`src/hdl/gsmc_pkg.sv`:
```
// ----------------------------------------------------------------------------
// gsmc_pkg : grid square mesh code shared definitions
// Field widths, arcsecond bounds of the coded area, reciprocal constants for
// the digit division, and width helpers for the parameterized pipeline.
// ----------------------------------------------------------------------------
package gsmc_pkg;

  // Parameter defaults
  localparam int MAX_LEVEL_DEF = 10;
  localparam int FRAC_BITS_DEF = 10;

  // Fixed port widths
  localparam int LAT_W   = 29;
  localparam int LON_W   = 30;
  localparam int LEVEL_W = 4;
  localparam int QD_W    = 14;

  // Level handling
  localparam logic [LEVEL_W-1:0] LEVEL_RESET = 4'd3;
  localparam int MIN_LEVEL         = 3;
  localparam int QUARTER_PER_STAGE = 4;

  // Coded area in whole arcseconds: first lat code 10..99, lon degrees 110..179
  localparam logic [LAT_W-1:0] LAT_SEC_LO = 29'd24000;
  localparam logic [LAT_W-1:0] LAT_SEC_HI = 29'd240000;
  localparam logic [LON_W-1:0] LON_SEC_LO = 30'd396000;
  localparam logic [LON_W-1:0] LON_SEC_HI = 30'd648000;

  // Offset inside the coded area (below 252000 s)
  localparam int OFS_W = 18;

  // Third mesh cell size in arcseconds, and remainder widths
  localparam int LAT_CELL_SEC = 30;
  localparam int LON_CELL_SEC = 45;
  localparam int LAT_REM_W    = 5;
  localparam int LON_REM_W    = 6;

  // First lat/lon code offset
  localparam logic [6:0] FIRST_OFS = 7'd10;

  // Quotient widths: first, second, third level counts from the area origin
  localparam int Q1_W = 7;
  localparam int Q2_W = 10;
  localparam int Q3_W = 13;

  // Reciprocals, rounded up; exact for offsets below 2^18
  localparam int RCP_SH = 32;
  localparam int RCP_W  = 28;
  localparam logic [RCP_W-1:0] RCP_2400 =
    RCP_W'(((64'd1 << RCP_SH) + 64'd2399) / 64'd2400);
  localparam logic [RCP_W-1:0] RCP_300 =
    RCP_W'(((64'd1 << RCP_SH) + 64'd299) / 64'd300);
  localparam logic [RCP_W-1:0] RCP_30 =
    RCP_W'(((64'd1 << RCP_SH) + 64'd29) / 64'd30);
  localparam logic [RCP_W-1:0] RCP_3600 =
    RCP_W'(((64'd1 << RCP_SH) + 64'd3599) / 64'd3600);
  localparam logic [RCP_W-1:0] RCP_450 =
    RCP_W'(((64'd1 << RCP_SH) + 64'd449) / 64'd450);
  localparam logic [RCP_W-1:0] RCP_45 =
    RCP_W'(((64'd1 << RCP_SH) + 64'd44) / 64'd45);

  typedef struct packed {
    logic [LAT_W-1:0] lat;
    logic [LON_W-1:0] lon;
  } point_t;

  typedef struct packed {
    logic [OFS_W-1:0] lat_ofs;
    logic [OFS_W-1:0] lon_ofs;
    logic [Q1_W-1:0]  lat_q1;
    logic [Q2_W-1:0]  lat_q2;
    logic [Q3_W-1:0]  lat_q3;
    logic [Q1_W-1:0]  lon_q1;
    logic [Q2_W-1:0]  lon_q2;
    logic [Q3_W-1:0]  lon_q3;
  } quot_t;

  typedef struct packed {
    logic [6:0] first_lat;
    logic [6:0] first_lon;
    logic [2:0] second_lat;
    logic [2:0] second_lon;
    logic [3:0] third_lat;
    logic [3:0] third_lon;
  } mesh_digits_t;

  // Bits for the quarter count k = level - 3, 0 .. max_level - 3
  function automatic int level_k_w(input int max_level);
    return $clog2(max_level - MIN_LEVEL + 1);
  endfunction

  function automatic int quarter_stages(input int max_level);
    return (max_level - MIN_LEVEL + QUARTER_PER_STAGE - 1) / QUARTER_PER_STAGE;
  endfunction

  // Internal quarter digit vector: covers every stage slot and the port
  function automatic int qd_int_w(input int max_level);
    int n;
    n = 2 * QUARTER_PER_STAGE * quarter_stages(max_level);
    return (n > QD_W) ? n : QD_W;
  endfunction

  function automatic int rlat_w(input int frac_bits);
    return LAT_REM_W + frac_bits;
  endfunction

  function automatic int rlon_w(input int frac_bits);
    return LON_REM_W + frac_bits;
  endfunction

endpackage

```
`src/hdl/gsmc_front.sv`:
```
// ----------------------------------------------------------------------------
// gsmc_front : input register and first division stage
// Captures the point and the saturated level, checks the coded area, and
// forms all six digit quotients by reciprocal multiplication.
// ----------------------------------------------------------------------------
module gsmc_front
  import gsmc_pkg::*;
#(
  parameter int MAX_LEVEL = MAX_LEVEL_DEF,
  parameter int FRAC_BITS = FRAC_BITS_DEF
) (
  input  logic                           clk,
  input  logic                           rst,
  input  logic                           in_valid,
  output logic                           in_stall,
  input  logic [LEVEL_W-1:0]             level,
  input  point_t                         in_pt,
  output logic                           out_valid,
  input  logic                           out_stall,
  output logic                           out_ok,
  output logic [level_k_w(MAX_LEVEL)-1:0] out_k,
  output point_t                         out_pt,
  output quot_t                          out_q
);

  localparam int K_W   = level_k_w(MAX_LEVEL);
  localparam int LVL_W = LEVEL_W + 1;
  localparam int P_W   = OFS_W + RCP_W;

  // Stage A: input register
  logic           a_valid;
  logic           a_stall;
  logic           a_lvl_ok;
  logic [K_W-1:0] a_k;
  point_t         a_pt;
  logic           b_stall;

  logic [LVL_W-1:0] lvl_sat;
  logic             lvl_ok;
  logic [K_W-1:0]   k_sel;

  // Saturate the level and derive the quarter count
  always_comb begin
    if ({1'b0, level} > LVL_W'(MAX_LEVEL)) begin
      lvl_sat = LVL_W'(MAX_LEVEL);
    end else begin
      lvl_sat = {1'b0, level};
    end
    lvl_ok = (lvl_sat >= LVL_W'(MIN_LEVEL));
    k_sel  = lvl_ok ? K_W'(lvl_sat - LVL_W'(MIN_LEVEL)) : '0;
  end

  assign b_stall  = out_valid && out_stall;
  assign a_stall  = a_valid && b_stall;
  assign in_stall = a_stall;

  always_ff @(posedge clk) begin
    if (rst) begin
      a_valid <= 1'b0;
    end else if (!a_stall) begin
      a_valid <= in_valid;
    end
  end

  always_ff @(posedge clk) begin
    if (in_valid && !a_stall) begin
      a_lvl_ok <= lvl_ok;
      a_k      <= k_sel;
      a_pt     <= in_pt;
    end
  end

  // Area check and reciprocal quotients
  logic [LAT_W-1:0] lat_sec;
  logic [LON_W-1:0] lon_sec;
  logic             in_area;
  logic [OFS_W-1:0] lat_ofs;
  logic [OFS_W-1:0] lon_ofs;
  logic [P_W-1:0]   p_lat1, p_lat2, p_lat3;
  logic [P_W-1:0]   p_lon1, p_lon2, p_lon3;
  quot_t            q_next;

  always_comb begin
    lat_sec = a_pt.lat >> FRAC_BITS;
    lon_sec = a_pt.lon >> FRAC_BITS;
    in_area = (lat_sec >= LAT_SEC_LO) && (lat_sec < LAT_SEC_HI) &&
              (lon_sec >= LON_SEC_LO) && (lon_sec < LON_SEC_HI);
    lat_ofs = OFS_W'(lat_sec - LAT_SEC_LO);
    lon_ofs = OFS_W'(lon_sec - LON_SEC_LO);

    p_lat1 = P_W'(lat_ofs) * P_W'(RCP_2400);
    p_lat2 = P_W'(lat_ofs) * P_W'(RCP_300);
    p_lat3 = P_W'(lat_ofs) * P_W'(RCP_30);
    p_lon1 = P_W'(lon_ofs) * P_W'(RCP_3600);
    p_lon2 = P_W'(lon_ofs) * P_W'(RCP_450);
    p_lon3 = P_W'(lon_ofs) * P_W'(RCP_45);

    q_next.lat_ofs = lat_ofs;
    q_next.lon_ofs = lon_ofs;
    q_next.lat_q1  = p_lat1[RCP_SH +: Q1_W];
    q_next.lat_q2  = p_lat2[RCP_SH +: Q2_W];
    q_next.lat_q3  = p_lat3[RCP_SH +: Q3_W];
    q_next.lon_q1  = p_lon1[RCP_SH +: Q1_W];
    q_next.lon_q2  = p_lon2[RCP_SH +: Q2_W];
    q_next.lon_q3  = p_lon3[RCP_SH +: Q3_W];
  end

  // Stage B register
  always_ff @(posedge clk) begin
    if (rst) begin
      out_valid <= 1'b0;
    end else if (!b_stall) begin
      out_valid <= a_valid;
    end
  end

  always_ff @(posedge clk) begin
    if (a_valid && !b_stall) begin
      out_ok <= a_lvl_ok && in_area;
      out_k  <= a_k;
      out_pt <= a_pt;
      out_q  <= q_next;
    end
  end

endmodule

```
`src/hdl/gsmc_digits.sv`:
```
// ----------------------------------------------------------------------------
// gsmc_digits : mesh digit stage
// Turns the nested quotients into the first, second and third level digits
// and forms the fixed-point remainders inside the third mesh cell.
// ----------------------------------------------------------------------------
module gsmc_digits
  import gsmc_pkg::*;
#(
  parameter int MAX_LEVEL = MAX_LEVEL_DEF,
  parameter int FRAC_BITS = FRAC_BITS_DEF
) (
  input  logic                           clk,
  input  logic                           rst,
  input  logic                           in_valid,
  output logic                           in_stall,
  input  logic                           in_ok,
  input  logic [level_k_w(MAX_LEVEL)-1:0] in_k,
  input  point_t                         in_pt,
  input  quot_t                          in_q,
  output logic                           out_valid,
  input  logic                           out_stall,
  output logic                           out_ok,
  output logic [level_k_w(MAX_LEVEL)-1:0] out_k,
  output point_t                         out_pt,
  output mesh_digits_t                   out_dg,
  output logic [rlat_w(FRAC_BITS)-1:0]   out_rlat,
  output logic [rlon_w(FRAC_BITS)-1:0]   out_rlon
);

  localparam int RL_W = rlat_w(FRAC_BITS);
  localparam int RN_W = rlon_w(FRAC_BITS);
  localparam logic [LAT_W-1:0] LAT_FRAC_MASK = LAT_W'((64'd1 << FRAC_BITS) - 64'd1);
  localparam logic [LON_W-1:0] LON_FRAC_MASK = LON_W'((64'd1 << FRAC_BITS) - 64'd1);

  mesh_digits_t         dg;
  logic [LAT_REM_W-1:0] lat_r;
  logic [LON_REM_W-1:0] lon_r;
  logic [RL_W-1:0]      rlat;
  logic [RN_W-1:0]      rlon;

  // Nested floors: each level is the finer count minus the coarser one scaled
  always_comb begin
    dg.first_lat  = in_q.lat_q1 + FIRST_OFS;
    dg.first_lon  = in_q.lon_q1 + FIRST_OFS;
    dg.second_lat = 3'(in_q.lat_q2 - {in_q.lat_q1, 3'b000});
    dg.second_lon = 3'(in_q.lon_q2 - {in_q.lon_q1, 3'b000});
    dg.third_lat  = 4'(in_q.lat_q3 - Q3_W'(in_q.lat_q2) * Q3_W'(10));
    dg.third_lon  = 4'(in_q.lon_q3 - Q3_W'(in_q.lon_q2) * Q3_W'(10));

    // Whole arcseconds left inside the third mesh, then add the fraction
    lat_r = LAT_REM_W'(in_q.lat_ofs - OFS_W'(in_q.lat_q3) * OFS_W'(LAT_CELL_SEC));
    lon_r = LON_REM_W'(in_q.lon_ofs - OFS_W'(in_q.lon_q3) * OFS_W'(LON_CELL_SEC));
    rlat  = (RL_W'(lat_r) << FRAC_BITS) | RL_W'(in_pt.lat & LAT_FRAC_MASK);
    rlon  = (RN_W'(lon_r) << FRAC_BITS) | RN_W'(in_pt.lon & LON_FRAC_MASK);
  end

  assign in_stall = out_valid && out_stall;

  always_ff @(posedge clk) begin
    if (rst) begin
      out_valid <= 1'b0;
    end else if (!in_stall) begin
      out_valid <= in_valid;
    end
  end

  always_ff @(posedge clk) begin
    if (in_valid && !in_stall) begin
      out_ok   <= in_ok;
      out_k    <= in_k;
      out_pt   <= in_pt;
      out_dg   <= dg;
      out_rlat <= rlat;
      out_rlon <= rlon;
    end
  end

endmodule

```
`src/hdl/gsmc_quarter.sv`:
```
// ----------------------------------------------------------------------------
// gsmc_quarter : quarter digit stage
// Resolves up to four quarter levels per stage: the remainder is doubled and
// compared with the third mesh cell size, which halves the cell each level.
// ----------------------------------------------------------------------------
module gsmc_quarter
  import gsmc_pkg::*;
#(
  parameter int MAX_LEVEL = MAX_LEVEL_DEF,
  parameter int FRAC_BITS = FRAC_BITS_DEF,
  parameter int STAGE     = 0
) (
  input  logic                           clk,
  input  logic                           rst,
  input  logic                           in_valid,
  output logic                           in_stall,
  input  logic                           in_ok,
  input  logic [level_k_w(MAX_LEVEL)-1:0] in_k,
  input  point_t                         in_pt,
  input  mesh_digits_t                   in_dg,
  input  logic [qd_int_w(MAX_LEVEL)-1:0] in_qd,
  input  logic [rlat_w(FRAC_BITS)-1:0]   in_rlat,
  input  logic [rlon_w(FRAC_BITS)-1:0]   in_rlon,
  output logic                           out_valid,
  input  logic                           out_stall,
  output logic                           out_ok,
  output logic [level_k_w(MAX_LEVEL)-1:0] out_k,
  output point_t                         out_pt,
  output mesh_digits_t                   out_dg,
  output logic [qd_int_w(MAX_LEVEL)-1:0] out_qd,
  output logic [rlat_w(FRAC_BITS)-1:0]   out_rlat,
  output logic [rlon_w(FRAC_BITS)-1:0]   out_rlon
);

  localparam int QW   = qd_int_w(MAX_LEVEL);
  localparam int RL_W = rlat_w(FRAC_BITS);
  localparam int RN_W = rlon_w(FRAC_BITS);
  localparam logic [RL_W:0] LAT_STEP = (RL_W + 1)'(LAT_CELL_SEC * (2 ** FRAC_BITS));
  localparam logic [RN_W:0] LON_STEP = (RN_W + 1)'(LON_CELL_SEC * (2 ** FRAC_BITS));

  logic [QW-1:0]   qd;
  logic [RL_W-1:0] rl;
  logic [RN_W-1:0] rn;

  // Levels below or at the requested one take a step; the rest pass through
  always_comb begin
    logic [RL_W:0] dl;
    logic [RN_W:0] dn;
    int            j;
    qd = in_qd;
    rl = in_rlat;
    rn = in_rlon;
    for (int i = 0; i < QUARTER_PER_STAGE; i++) begin
      j  = STAGE * QUARTER_PER_STAGE + i;
      dl = {rl, 1'b0};
      dn = {rn, 1'b0};
      if (j < int'(in_k)) begin
        if (dl >= LAT_STEP) begin
          qd[2*j+1] = 1'b1;
          dl        = dl - LAT_STEP;
        end
        if (dn >= LON_STEP) begin
          qd[2*j]   = 1'b1;
          dn        = dn - LON_STEP;
        end
        rl = dl[RL_W-1:0];
        rn = dn[RN_W-1:0];
      end
    end
  end

  assign in_stall = out_valid && out_stall;

  always_ff @(posedge clk) begin
    if (rst) begin
      out_valid <= 1'b0;
    end else if (!in_stall) begin
      out_valid <= in_valid;
    end
  end

  always_ff @(posedge clk) begin
    if (in_valid && !in_stall) begin
      out_ok   <= in_ok;
      out_k    <= in_k;
      out_pt   <= in_pt;
      out_dg   <= in_dg;
      out_qd   <= qd;
      out_rlat <= rl;
      out_rlon <= rn;
    end
  end

endmodule

```
`src/hdl/gsmc_corner.sv`:
```
// ----------------------------------------------------------------------------
// gsmc_corner : cell corner and result register
// Scales the final remainder back to input units, rounding the corner down,
// and holds the result; an invalid point gives all-zero fields.
// ----------------------------------------------------------------------------
module gsmc_corner
  import gsmc_pkg::*;
#(
  parameter int MAX_LEVEL = MAX_LEVEL_DEF,
  parameter int FRAC_BITS = FRAC_BITS_DEF
) (
  input  logic                           clk,
  input  logic                           rst,
  input  logic                           in_valid,
  output logic                           in_stall,
  input  logic                           in_ok,
  input  logic [level_k_w(MAX_LEVEL)-1:0] in_k,
  input  point_t                         in_pt,
  input  mesh_digits_t                   in_dg,
  input  logic [qd_int_w(MAX_LEVEL)-1:0] in_qd,
  input  logic [rlat_w(FRAC_BITS)-1:0]   in_rlat,
  input  logic [rlon_w(FRAC_BITS)-1:0]   in_rlon,
  output logic                           out_valid,
  input  logic                           out_stall,
  output logic                           out_code_valid,
  output mesh_digits_t                   out_dg,
  output logic [QD_W-1:0]                out_qd,
  output point_t                         out_corner
);

  localparam int RL_W  = rlat_w(FRAC_BITS);
  localparam int RN_W  = rlon_w(FRAC_BITS);
  localparam int NQ    = MAX_LEVEL - MIN_LEVEL;
  localparam int SUM_LW = ((RL_W > NQ) ? RL_W : NQ) + 1;
  localparam int SUM_NW = ((RN_W > NQ) ? RN_W : NQ) + 1;

  logic [SUM_LW-1:0] sum_lat;
  logic [SUM_NW-1:0] sum_lon;
  point_t            corner;

  // Corner = point minus the remainder scaled down by 2^k, rounded up
  always_comb begin
    sum_lat    = SUM_LW'(in_rlat) + ((SUM_LW'(1) << in_k) - SUM_LW'(1));
    sum_lon    = SUM_NW'(in_rlon) + ((SUM_NW'(1) << in_k) - SUM_NW'(1));
    corner.lat = in_pt.lat - LAT_W'(sum_lat >> in_k);
    corner.lon = in_pt.lon - LON_W'(sum_lon >> in_k);
  end

  assign in_stall = out_valid && out_stall;

  always_ff @(posedge clk) begin
    if (rst) begin
      out_valid <= 1'b0;
    end else if (!in_stall) begin
      out_valid <= in_valid;
    end
  end

  // Result register
  always_ff @(posedge clk) begin
    if (in_valid && !in_stall) begin
      out_code_valid <= in_ok;
      out_dg         <= in_ok ? in_dg : '0;
      out_qd         <= in_ok ? in_qd[QD_W-1:0] : '0;
      out_corner     <= in_ok ? corner : '0;
    end
  end

endmodule

```
`src/hdl/grid_square_mesh_code_top.sv`:
```
// ----------------------------------------------------------------------------
// grid_square_mesh_code_top : grid square mesh code encoder
// Codes one fixed-point latitude/longitude pair into mesh digits at the
// configured level, with the lower-left corner of the cell.
// ----------------------------------------------------------------------------
//  channel  direction  handshake                 payload
//  point    in         point_valid/point_stall   latitude, longitude
//  mesh     out        mesh_valid/mesh_stall     code_valid .. corner_longitude
//  config   in         cfg_wr_en                 cfg_wr_data (mesh_level)
//
//  One point per cycle sustained while mesh_stall stays low. Points pass
//  the input register, division, digit, quarter digit and result stages.
//  Reset is synchronous: it empties the pipeline and sets the level to 3.
//  Every stage holds while the one after it is full and stalled; a stage
//  with a free slot keeps taking transfers, so bubbles close up.
// ----------------------------------------------------------------------------
module grid_square_mesh_code_top
  import gsmc_pkg::*;
#(
  parameter int MAX_LEVEL = MAX_LEVEL_DEF,
  parameter int FRAC_BITS = FRAC_BITS_DEF
) (
  input  logic               clk,
  input  logic               rst,
  input  logic               cfg_wr_en,
  input  logic [LEVEL_W-1:0] cfg_wr_data,
  input  logic               point_valid,
  output logic               point_stall,
  input  logic [LAT_W-1:0]   latitude,
  input  logic [LON_W-1:0]   longitude,
  output logic               mesh_valid,
  input  logic               mesh_stall,
  output logic               code_valid,
  output logic [6:0]         first_lat_code,
  output logic [6:0]         first_lon_code,
  output logic [2:0]         second_lat_digit,
  output logic [2:0]         second_lon_digit,
  output logic [3:0]         third_lat_digit,
  output logic [3:0]         third_lon_digit,
  output logic [QD_W-1:0]    quarter_digits,
  output logic [LAT_W-1:0]   corner_latitude,
  output logic [LON_W-1:0]   corner_longitude
);

  localparam int K_W  = level_k_w(MAX_LEVEL);
  localparam int QW   = qd_int_w(MAX_LEVEL);
  localparam int RL_W = rlat_w(FRAC_BITS);
  localparam int RN_W = rlon_w(FRAC_BITS);
  localparam int NQS  = quarter_stages(MAX_LEVEL);

  // Level register
  logic [LEVEL_W-1:0] mesh_level;

  always_ff @(posedge clk) begin
    if (rst) begin
      mesh_level <= LEVEL_RESET;
    end else if (cfg_wr_en) begin
      mesh_level <= cfg_wr_data;
    end
  end

  point_t in_pt;
  assign in_pt.lat = latitude;
  assign in_pt.lon = longitude;

  // Front stages
  logic           f_valid, f_stall, f_ok;
  logic [K_W-1:0] f_k;
  point_t         f_pt;
  quot_t          f_q;

  gsmc_front #(
    .MAX_LEVEL (MAX_LEVEL),
    .FRAC_BITS (FRAC_BITS)
  ) u_front (
    .clk       (clk),
    .rst       (rst),
    .in_valid  (point_valid),
    .in_stall  (point_stall),
    .level     (mesh_level),
    .in_pt     (in_pt),
    .out_valid (f_valid),
    .out_stall (f_stall),
    .out_ok    (f_ok),
    .out_k     (f_k),
    .out_pt    (f_pt),
    .out_q     (f_q)
  );

  // Quarter chain; slot 0 is the digit stage output
  logic            q_valid [NQS+1];
  logic            q_stall [NQS+1];
  logic            q_ok    [NQS+1];
  logic [K_W-1:0]  q_k     [NQS+1];
  point_t          q_pt    [NQS+1];
  mesh_digits_t    q_dg    [NQS+1];
  logic [QW-1:0]   q_qd    [NQS+1];
  logic [RL_W-1:0] q_rlat  [NQS+1];
  logic [RN_W-1:0] q_rlon  [NQS+1];

  gsmc_digits #(
    .MAX_LEVEL (MAX_LEVEL),
    .FRAC_BITS (FRAC_BITS)
  ) u_digits (
    .clk       (clk),
    .rst       (rst),
    .in_valid  (f_valid),
    .in_stall  (f_stall),
    .in_ok     (f_ok),
    .in_k      (f_k),
    .in_pt     (f_pt),
    .in_q      (f_q),
    .out_valid (q_valid[0]),
    .out_stall (q_stall[0]),
    .out_ok    (q_ok[0]),
    .out_k     (q_k[0]),
    .out_pt    (q_pt[0]),
    .out_dg    (q_dg[0]),
    .out_rlat  (q_rlat[0]),
    .out_rlon  (q_rlon[0])
  );

  assign q_qd[0] = '0;

  for (genvar s = 0; s < NQS; s++) begin : g_quarter
    gsmc_quarter #(
      .MAX_LEVEL (MAX_LEVEL),
      .FRAC_BITS (FRAC_BITS),
      .STAGE     (s)
    ) u_quarter (
      .clk       (clk),
      .rst       (rst),
      .in_valid  (q_valid[s]),
      .in_stall  (q_stall[s]),
      .in_ok     (q_ok[s]),
      .in_k      (q_k[s]),
      .in_pt     (q_pt[s]),
      .in_dg     (q_dg[s]),
      .in_qd     (q_qd[s]),
      .in_rlat   (q_rlat[s]),
      .in_rlon   (q_rlon[s]),
      .out_valid (q_valid[s+1]),
      .out_stall (q_stall[s+1]),
      .out_ok    (q_ok[s+1]),
      .out_k     (q_k[s+1]),
      .out_pt    (q_pt[s+1]),
      .out_dg    (q_dg[s+1]),
      .out_qd    (q_qd[s+1]),
      .out_rlat  (q_rlat[s+1]),
      .out_rlon  (q_rlon[s+1])
    );
  end

  // Result register
  mesh_digits_t out_dg;
  point_t       out_corner;

  gsmc_corner #(
    .MAX_LEVEL (MAX_LEVEL),
    .FRAC_BITS (FRAC_BITS)
  ) u_corner (
    .clk            (clk),
    .rst            (rst),
    .in_valid       (q_valid[NQS]),
    .in_stall       (q_stall[NQS]),
    .in_ok          (q_ok[NQS]),
    .in_k           (q_k[NQS]),
    .in_pt          (q_pt[NQS]),
    .in_dg          (q_dg[NQS]),
    .in_qd          (q_qd[NQS]),
    .in_rlat        (q_rlat[NQS]),
    .in_rlon        (q_rlon[NQS]),
    .out_valid      (mesh_valid),
    .out_stall      (mesh_stall),
    .out_code_valid (code_valid),
    .out_dg         (out_dg),
    .out_qd         (quarter_digits),
    .out_corner     (out_corner)
  );

  assign first_lat_code   = out_dg.first_lat;
  assign first_lon_code   = out_dg.first_lon;
  assign second_lat_digit = out_dg.second_lat;
  assign second_lon_digit = out_dg.second_lon;
  assign third_lat_digit  = out_dg.third_lat;
  assign third_lon_digit  = out_dg.third_lon;
  assign corner_latitude  = out_corner.lat;
  assign corner_longitude = out_corner.lon;

endmodule

```
`config.mk`:
```
export PLATFORM = sky130hd
export DESIGN_NAME = grid_square_mesh_code_top
export DESIGN_NICKNAME = d
export VERILOG_FILES = /design/src/hdl/gsmc_pkg.sv /design/src/hdl/gsmc_front.sv /design/src/hdl/gsmc_digits.sv /design/src/hdl/gsmc_quarter.sv /design/src/hdl/gsmc_corner.sv /design/src/hdl/grid_square_mesh_code_top.sv
export SDC_FILE = /design/constraint.sdc
export NUM_CORES = 2
export LEC_CHECK = 0
export BUFFER_PORTS_ARGS = -buffer_cell sky130_fd_sc_hd__clkbuf_2
export CAP_MARGIN = 20
export CELL_PAD_IN_SITES_DETAIL_PLACEMENT = 0
export CELL_PAD_IN_SITES_GLOBAL_PLACEMENT = 1
export CORE_ASPECT_RATIO = 0.5
export CORE_MARGIN = 3
export CORE_UTILIZATION = 45
export DETAILED_ROUTE_END_ITERATION = 7
export PLACE_DENSITY = 0.77
export SLEW_MARGIN = 20
export SYNTH_ARGS = -nofsm -noshare
export SYNTH_HDL_FRONTEND = slang
export SYNTH_HIERARCHICAL = 1
export SYNTH_SLANG_ARGS = --single-unit
```
`constraint.sdc`:
```
create_clock -name clk -period 23.8 [get_ports clk]
set_input_delay 4.76 -clock clk [delete_from_list [all_inputs] [get_ports clk]]
set_output_delay 4.76 -clock clk [all_outputs]
set_load 0.01 [all_outputs]
```
==> metrics.md <==
| Metric | Value |
|---|---|
| Number of max-cap violations | 0 |
| GPL Wtd Cong | 0.940 |
| Post-Syn Instances | 4947 |
| Initial drt markers | 2272 |
| Initial antenna violation count | 12 |
| Chip Height | 254 µm |
| Setup WS pre-CTS | 12.76 ns |
| Synthesis-to-layout area growth | 8.95% |
| CTS tree | done |
| Avg Inst Size Synth | 11.2 µm² |
| DRT Wirelength | 137 mm |
| Post-CTS Hold Buffers | 0 |
| Post-Route Setup TNS | 0 ns |
| Worst slew pin tran | 1.16 ns |
| CP peak stage delay | 0.33 ns |
| Iteration count of the initial detailed-routing pass | 6 |
| Hold slack final | 0.401 ns |
| Total gr overflow | 0 |
| Crit path top cell by count | and2_1 |
| Critical path data arrival time | 6.29 ns |
| Final core occ | 49.6% |
| Startpoint types | input port |
| RSZ-0062 raised after global routing | no |
| CTS buffer count | 66 |
| Layout net count | 6368 |
| Met1 Usage GRT | 29.5% |
| DR vias | 36896 |
| Die area | 127000 µm² |
| Total clock sinks | 643 |
| Dpl hpwl | 109 mm |
| Met2 Usage GRT | 35.5% |
| Final Max Slew Viols | 0 |
| Share of cells above drive strength 1 | 8.80% |
| Top Ports | 172 |
| Fmax | 90.5 MHz |
| Total track usage | 21.8% |
| Final Setup Violations | 0 |
| Clock Tree Root | clkbuf_16 |
| Status | completed |
| Critical path type | in2out |
| Final min period | 11.05 ns |
| Hold Crit Depth | 0 |
| CP max FO | 5 |
| CP max stage cell | and2_1 |
| Vias in the first global route | 37647 |
| Relative slew slack | 22.2% |
| Share of the clock period used by the worst path | 46.4% |
| Syn Std Cell Area | 55200 µm² |
| DRC Markers | 0 |
| Crit path capture type | primary output |
| Initial core utilization | 45.6% |
| Post-CTS Resized | 0 |
| Clk_lat worst skew | 0.64 ns |
| Worst path required time | 19.04 ns |
| PnR worst setup slack | 12.75 ns |
| Reg2reg path depth | 25 |
| Max Root-Sink Buffers | 3 |
| Core area | 121000 µm² |
| Crit-path cells | clkbuf_2, and2_1, and2_1, and2_1, and2_1, and3_1, clkbuf_2 |
| Ys Warns | 6 |
| Clock slew at reported path FFs | 0.06 ns |
| Final hold violation count | 0 |
| # port buffers | 171 |
| Htree depth | 3 |
| Worst Hold Class | reg2reg |
| Vias per inst | 5.45 |
| WL per Instance | 20.3 µm |
| FP Rows | 90 |
| Routed Antenna Nets | 0 |
| Post CTS Setup Buffer Count | 0 |
| GRT busiest layer | met2 |
| GRT met3 Usage | 4.50% |
| First-pass GRT wire length | 215 mm |
| Chip width | 501 µm |
| Largest net degree at the start of global routing | 77 |
| Worst Clk Skew | 0.0597 ns |
-- cells in the final DEF, fill, tap and decap left out, types with 35 or more instances in the layout --
cell,n
xor2_1,66
ha_1,729
and3_1,35
a21o_1,88
xnor2_1,88
nand3_1,62
clkbuf_16,66
o211ai_1,39
a211oi_1,48
nor2_1,207
inv_1,894
o21ai_0,154
nand2_1,214
buf_4,49
clkbuf_2,171
o21a_1,41
nor2b_1,38
and2_1,113
mux2i_1,61
fa_1,464
nor3_1,48
edfxtp_1,633
a21oi_1,226
-- per-stage QoR --
| stage | instances | area (µm²) |
|---|---|---|
| after floorplan | 4960 | 55200 |
| after global placement | 6647 | 57800 |
| after detailed placement | 6648 | 57900 |
| after CTS | 6767 | 60100 |
| after global routing | 6771 | 60100 |
| final | 6773 | 60100 |
-- worst max-delay path: cells and delay by family --
| family | cells | cell delay (ns) |
|---|---|---|
| buf+inv | 2 | 0.23 |
| simple gates | 5 | 1.29 |
-- sequential cells by signal (all words and copies together) (netlist names), 4 cells and up --
register,cells
g_quarter.u_quarter/out_dg,56
g_quarter.u_quarter/out_k,6
g_quarter.u_quarter/out_pt,118
g_quarter.u_quarter/out_qd,28
g_quarter.u_quarter/out_rlat,30
g_quarter.u_quarter/out_rlon,32
mesh_level,4
u_corner/out_corner,59
u_corner/out_dg,28
u_corner/out_qd,14
u_digits/out_dg,28
u_digits/out_pt,59
u_digits/out_rlat,5
u_digits/out_rlon,6
u_front/a_pt,59
u_front/out_pt,59
u_front/out_q,31
-- final timing paths --
kind                                        to  slack (ns)           startpoint
max                                point_stall       12.75           mesh_stall
min reg2reg  g_quarter[0].u_quarter/out_pt[49]        0.40  u_digits/out_pt[49]
min          g_quarter[0].u_quarter/out_pt[49]        0.40  u_digits/out_pt[49]
max reg2reg                  u_front/out_q[29]       15.02     u_front/a_pt[15]
-- layer usage --
| layer | vias to the layer above | wire length [µm] |
|---|---|---|
| li1 | 17485 | - |
| met1 | 18254 | 60900 |
| met2 | 944 | 63600 |
| met3 | 209 | 8570 |
| met4 | 4 | 4150 |
| met5 | - | 22 |
-- final cells by class --
class | instances | area, µm²
Timing Repair Buffer | 222 | 1280
Inverter | 896 | 3360
Multi-Input combinational cell | 3278 | 32000
Clock inverter | 40 | 478
Antenna cell | 5 | 12.5
Sequential cell | 643 | 19200
Clock buffer | 79 | 1740
Fill cell | 10793 | 61000
Tap cell | 1610 | 2010
Power is not shown: default switching activity piles up to over one toggle a cycle in this logic, so the estimate is an artifact.
